File: config.mk
export PLATFORM = sky130hd
export DESIGN_NAME = spct_cross
export DESIGN_NICKNAME = d
export VERILOG_FILES = /design/src/sv/assert_macros.svh /design/src/sv/spct_pkg.sv /design/src/sv/spct_cross.sv
export SDC_FILE = /design/constraint.sdc
export NUM_CORES = 2
export LEC_CHECK = 0
export BUFFER_PORTS_ARGS = -buffer_cell sky130_fd_sc_hd__clkbuf_2
export CAP_MARGIN = 20
export CORE_MARGIN = 2
export CORE_UTILIZATION = 65
export DETAILED_ROUTE_END_ITERATION = 7
export GPL_ROUTABILITY_DRIVEN = 0
export PLACE_DENSITY = 0.82
export SLEW_MARGIN = 20
export SYNTH_ARGS = -nofsm -noshare
export SYNTH_HDL_FRONTEND = slang
export SYNTH_SLANG_ARGS = --single-unit
File: constraint.sdc
create_clock -name clk -period 9.9 [get_ports clk]
set_input_delay 0 -clock clk [delete_from_list [all_inputs] [get_ports clk]]
set_output_delay 0 -clock clk [all_outputs]
set_load 0.05 [all_outputs]
File: src/sv/assert_macros.svh
// Assertion macros shared by the clearance test RTL.
// Included by modules that carry concurrent checks; no other dependencies.
`ifndef ASSERT_MACROS_SVH
`define ASSERT_MACROS_SVH
// Check that an antecedent implies a consequent in the same cycle.
`define CHK_IMPL(label, clk, rst, ante, cons) \
  label: assert property (@(posedge clk) disable iff (rst) (ante) |-> (cons)) \
    else $error("check failed");
// Check that an antecedent implies a consequent in the next cycle.
`define CHK_NEXT(label, clk, rst, ante, cons) \
  label: assert property (@(posedge clk) disable iff (rst) (ante) |=> (cons)) \
    else $error("check failed");
`endif

File: src/sv/spct_pkg.sv
// Package for the segment pair clearance test: payload types and constants.
// No dependencies.
`timescale 1ns / 1ps
package spct_pkg;
  localparam int GridSideDefault = 1024;
  localparam int CoordW = 10;
  localparam int SafeW = 11;

  typedef struct packed {
    logic [CoordW-1:0] agent1_x;
    logic [CoordW-1:0] agent1_y;
    logic [CoordW-1:0] goal1_x;
    logic [CoordW-1:0] goal1_y;
    logic [CoordW-1:0] agent2_x;
    logic [CoordW-1:0] agent2_y;
    logic [CoordW-1:0] goal2_x;
    logic [CoordW-1:0] goal2_y;
  } in_item_t;

  typedef struct packed {
    logic separable;
    logic segments_cross;
    logic ends_both_close;
    logic clearance_met;
  } out_item_t;

  // Pipeline advance control handed to every stage.
  typedef struct packed {
    logic adv;
  } pipe_ctrl_t;
endpackage

File: src/sv/spct_cross.sv
// Segment intersection test by orientation signs, three register stages.
// Depends on spct_pkg for widths; advances on the shared pipeline enable.
`timescale 1ns / 1ps
module spct_cross (
  input  logic                 clk,
  input  spct_pkg::pipe_ctrl_t ctrl,
  input  spct_pkg::in_item_t   it,
  output logic                 meet
);
  localparam int DW = spct_pkg::CoordW + 1;
  localparam int PW = 2 * DW + 1;

  typedef struct packed {
    logic signed [PW-1:0] a;
    logic signed [PW-1:0] b;
  } prod_pair_t;

  function automatic prod_pair_t turn_prod(
    input logic [spct_pkg::CoordW-1:0] px, py, qx, qy, rx, ry);
    prod_pair_t r;
    r.a = PW'(($signed({1'b0, qy}) - $signed({1'b0, py})) *
              ($signed({1'b0, rx}) - $signed({1'b0, qx})));
    r.b = PW'(($signed({1'b0, qx}) - $signed({1'b0, px})) *
              ($signed({1'b0, ry}) - $signed({1'b0, qy})));
    return r;
  endfunction

  function automatic logic in_box(
    input logic [spct_pkg::CoordW-1:0] px, py, qx, qy, rx, ry);
    logic ox, oy;
    ox = (px < rx) ? (qx >= px && qx <= rx) : (qx >= rx && qx <= px);
    oy = (py < ry) ? (qy >= py && qy <= ry) : (qy >= ry && qy <= py);
    return ox && oy;
  endfunction

  // Stage 1: products and bounding-box flags.
  prod_pair_t p1, p2, p3, p4;
  logic [3:0] box;
  always_ff @(posedge clk) begin
    if (ctrl.adv) begin
      p1 <= turn_prod(it.agent1_x, it.agent1_y, it.goal1_x, it.goal1_y,
                      it.agent2_x, it.agent2_y);
      p2 <= turn_prod(it.agent1_x, it.agent1_y, it.goal1_x, it.goal1_y,
                      it.goal2_x, it.goal2_y);
      p3 <= turn_prod(it.agent2_x, it.agent2_y, it.goal2_x, it.goal2_y,
                      it.agent1_x, it.agent1_y);
      p4 <= turn_prod(it.agent2_x, it.agent2_y, it.goal2_x, it.goal2_y,
                      it.goal1_x, it.goal1_y);
      box[0] <= in_box(it.agent1_x, it.agent1_y, it.agent2_x, it.agent2_y,
                       it.goal1_x, it.goal1_y);
      box[1] <= in_box(it.agent1_x, it.agent1_y, it.goal2_x, it.goal2_y,
                       it.goal1_x, it.goal1_y);
      box[2] <= in_box(it.agent2_x, it.agent2_y, it.agent1_x, it.agent1_y,
                       it.goal2_x, it.goal2_y);
      box[3] <= in_box(it.agent2_x, it.agent2_y, it.goal1_x, it.goal1_y,
                       it.goal2_x, it.goal2_y);
    end
  end

  // Stage 2: compare products to get orientation codes.
  logic [3:0] zero, pos;
  logic [3:0] box_r;
  always_ff @(posedge clk) begin
    if (ctrl.adv) begin
      zero  <= {p4.a == p4.b, p3.a == p3.b, p2.a == p2.b, p1.a == p1.b};
      pos   <= {p4.a > p4.b, p3.a > p3.b, p2.a > p2.b, p1.a > p1.b};
      box_r <= box;
    end
  end

  // Stage 3: combine general and collinear cases.
  logic gen;
  assign gen = ({zero[0], pos[0]} != {zero[1], pos[1]}) &&
               ({zero[2], pos[2]} != {zero[3], pos[3]});
  always_ff @(posedge clk) begin
    if (ctrl.adv) begin
      meet <= gen || |(zero & box_r);
    end
  end
endmodule

# Word-level counts from Yosys, hierarchy flattened
# Cells that the tools add are included.
[totals]
register_bits = 201
input_bits = 82
out_inout_bits = 1
word_cells = 111
[classes]
add_sub_neg = 12
multipliers = 8
magnitude_cmp = 40
n_eq_ne = 6
muxes = 8
bitwise = 1
reduce_logical = 23
[op_table]
columns = ["op", "n"]
rows = [
  ["11-bit by 11-bit multiplier with 22-bit output", 8],
  ["10-bit >= comparator", 16],
  ["10-bit <= comparator", 16],
  ["10-bit by 10-bit subtractor with 11-bit output", 12],
  ["23-bit == test", 4],
  ["23-bit greater-than comparator", 4],
  ["10-bit less-than comparator", 4],
  ["1-bit logical AND", 21],
  ["1-bit 2-to-1 mux", 8],
  ["4-bit AND", 1],
  ["2-bit inequality test", 2],
  ["4-bit OR reduction", 1],
  ["1-bit logical OR", 1],
]

# Longest topological paths before layout
[logic_depth]
word_depth = 4
depth_mapped = 31

# Worst setup path after synthesis
# Ideal clock, no wire load.
[synth_timing]
path_type = "input-to-reg"
from = "input port it[10] (netlist name)"
to = "register p4[21] (netlist name), data pin"
arrival_ns = 6.535
setup_slack_ns = 3.105
stages = 29
n_path_buf = 1
cell_sequence = "inv_1 ha_1 inv_1 fa_1 a21o_1 a21oi_2 o21ai_0 a21oi_1 o21bai_1 a21oi_2 buf_4 nand2_1 fa_1 inv_1 fa_1 fa_1 fa_1 inv_1 fa_1 inv_1 ha_1 a21o_1 a21o_1 a21oi_2 a31oi_1 or4_1 a31o_2 a21oi_2 xnor2_1"
[synth_via]
elab_chain_cells = 2
[synth_lines]
columns = ["element", "line", "rtl"]
rows = [
  ["from (decl)", "spct_cross.sv:7", "input spct_pkg::in_item_t it,"],
  ["10-bit by 10-bit subtractor with 11-bit output", "spct_cross.sv:23", "r.b = PW'(($signed({1'b0, qx}) - $signed({1'b0, px})) *"],
  ["11-bit by 11-bit multiplier with 22-bit output", "spct_cross.sv:23", ""],
  ["to (signal assigned)", "spct_cross.sv:47", "p4 <= turn_prod(it.agent2_x, it.agent2_y, it.goal2_x, it.goal2_y,"],
  ["to (decl)", "spct_cross.sv:37", "prod_pair_t p1, p2, p3, p4;"],
]
# No other way between the ends.
# A chain may end at the register's enable or synchronous reset.

# Worst setup path after layout
[layout_timing]
from = "input port it[10] (netlist name)"
to = "register p4[20] (netlist name), data pin"
# Same word-level chain as after synthesis.

==> results.cfg <==
[clock_network]
path_clk_slew_ns = 0.09
ctsResizeCount = 0
cts_tree = yes
cts_setup_buffers = 0
clk_latency_ns = 0.52
cts_hold_buffers = 0
htreeDepth = 4
cts_buffers = 17
cts.root.buffer_cell = clkbuf_16
clk_path_buf_depth = 2
clock-sinks = 193

[critical_path]
crit_path_frequent_cell = fa_1
rrSetupSlack_ns = 6.80
slowest_stage = a21oi_2
cp.required_ns = 10.17
arrival_ns = 7.61
critical_path.startpoint = it[10]
rr_endpoint = pos[2]$_DFFE_PP_
r2r_start = p3[21]$_DFFE_PP_
crit_end = p4[20]$_DFFE_PP_
cp-start-kind = input port
worstSetupPathType = in -> reg
reg2regPathDepth = 8
endpoint_kind = flip-flop
max_stage_delay_ns = 0.66
cp_max_fo = 17

[synthesis]
synth_flop_cell = edfxtp_1
ys_ff_latch = 193
synth-edff-count = 193
synth_nets = 7228
ys_types = 77
synth-async-reset-ratio_pct = 0
syn_avg_cell_area_um2 = 9.15
syn_inst = 5594
syn_area_um2 = 51200
ys_seq_area_share_pct = 11.3
ys_warn_count = 0

[floorplanning]
core_um2 = 77700
start_util_pct = 65.9
dieWidth_um = 285
num_io_pins = 83
row_count = 102
die_h_um = 285
die-area_um2 = 81000

[routing]
drt_iter0_markers = 3079
vias = 39054
drcViolationCount = 1
ant_nets = 0
wl_per_cell_um = 20.5
avgViaCountPerCell = 5.85
totalWireLength_mm = 137
firstDrtPassIters = 8

[final_layout]
drive_gt1_share_pct = 4.25
utilization_pct = 68.9
layout.nets = 7238
mostFrequentLayoutCells = 1380 x inv_1, 955 x fa_1, 597 x ha_1
synthToLayoutAreaGrowth_pct = 4.62
fillers = 5798
final_common_cell = inv_1

[place]
portBuffers = 82
hpwlAfterDp_mm = 113

[sta]
fmax_mhz = 136
slew_headroom_pct = 17.7
finalMaxSlewViolations = 0
worst_pin_slew_ns = 1.23
finalClockSkew_ns = 0.0138
fin_crit_sh_pct = 74.1
hold_violations = 0
tns_ns = 0
setup-violations-final = 0
finalCriticalPeriod_ns = 7.34
grt_setup_unrepaired = no

[run_status]
status = finished, violations left
violations = DRC

[global_routing]
antenna_found_initial = 15
grt_usage_pct = 35.2
grt_max_degree = 69
gr-total-overflow = 0
grt_pass1_vias = 41928
grt_first_pass_wirelength_mm = 219

[min_path]
worstHoldPathType = in -> reg

[flow_run]
maxCapViolCount = 0
==> per-stage QoR <==
stage	hold slack, ns	area [µm²]	setup WS, ns	instances
final	0.0975	53600	2.56	6672
after global routing	0.132	53500	2.00	6660
after CTS	0.101	53500	2.61	6657
after detailed placement	0.405	52900	2.10	6625
after global placement	0.411	52900	2.32	6625
after floorplan	0.112	51200	3.11	5594
==> synth_stat cells, types with 17 or more instances <==
master / count / area [µm²]
nand2_1: 475 / 1780
clkbuf_1: 127 / 477
ha_1: 597 / 7470
nand3_1: 46 / 230
nor2b_1: 54 / 338
o21bai_1: 49 / 368
xnor2_1: 235 / 2060
a21oi_1: 159 / 796
nor2_1: 516 / 1940
nand4_1: 41 / 257
o21a_1: 36 / 270
inv_1: 1380 / 5180
o21ai_0: 100 / 500
xor2_1: 93 / 815
nor3_1: 46 / 230
edfxtp_1: 193 / 5800
o211ai_1: 17 / 128
nand2b_1: 34 / 213
fa_1: 955 / 19100
a21o_1: 91 / 683
and2_1: 136 / 851
==> final cells by class <==
| cell class | instances | area, µm² | area share [%] |
|---|---|---|---|
| Antenna cell | 15 | 37.5 | 0.0701 |
| Clock buffer | 19 | 433 | 0.808 |
| Clock inverter | 13 | 140 | 0.262 |
| Inverter | 1380 | 5180 | 9.67 |
| Multi-Input combinational cell | 3877 | 39900 | 74.4 |
| Sequential cell | 193 | 5800 | 10.8 |
| Tap cell | 1040 | 1300 | 2.43 |
| Timing Repair Buffer | 135 | 817 | 1.52 |
==> worst max-delay path, delay by kind of cell <==
family,cells,cell delay [ns]
adders and majority gates,8,3.47
buffers and inverters,6,0.41
xor gates and xnor gates,1,0.09
AOI/OAI and AO/OA,13,3.35
and+or+nand+nor,1,0.30
==> how the worst min path moves through the flow <==
| stage | start | end | slack, ns | cells past startpoint |
|---|---|---|---|---|
| finish | ctrl | p3[7]$_DFFE_PP_ | 0.1 | 1 |
| global route | ctrl | p3[7]$_DFFE_PP_ | 0.13 | 1 |
| CTS | ctrl | p3[7]$_DFFE_PP_ | 0.10 | 1 |
| detailed placement | box[0]$_DFFE_PP_ | box_r[0]$_DFFE_PP_ | 0.40 | 0 |
| global placement | box[0]$_DFFE_PP_ | box_r[0]$_DFFE_PP_ | 0.41 | 0 |
| floorplan | ctrl | box[0]$_DFFE_PP_ | 0.11 | 0 |
==> routing by layer <==
layer  global-route usage, %  up-vias  share of wire (%)
li1                        -    17159                  -
met1                    43.5    19363                 36
met2                    56.6     1959                 46
met3                    8.31      563                 10
met4                    20.5       10                7.0
met5                       0        -              0.043
==> sequential cells by signal (all words and copies together), names as in the netlist <==
signal  cells
p1         44
box_r       4
meet        1
p4         44
p3         44
zero        4
pos         4
p2         44
box         4
==> cell families after synthesis <==
family | synth area share [%]
muxes | 0.0904
and+or+nand+nor | 12.1
DFF | 11.3
xor gates and xnor gates | 5.61
adders and majority gates | 51.9
buffers and inverters | 11.2
AOI/OAI and AO/OA | 7.71
Power is not shown: default switching activity piles up to over one toggle a cycle in this logic, so the estimate is an artifact.
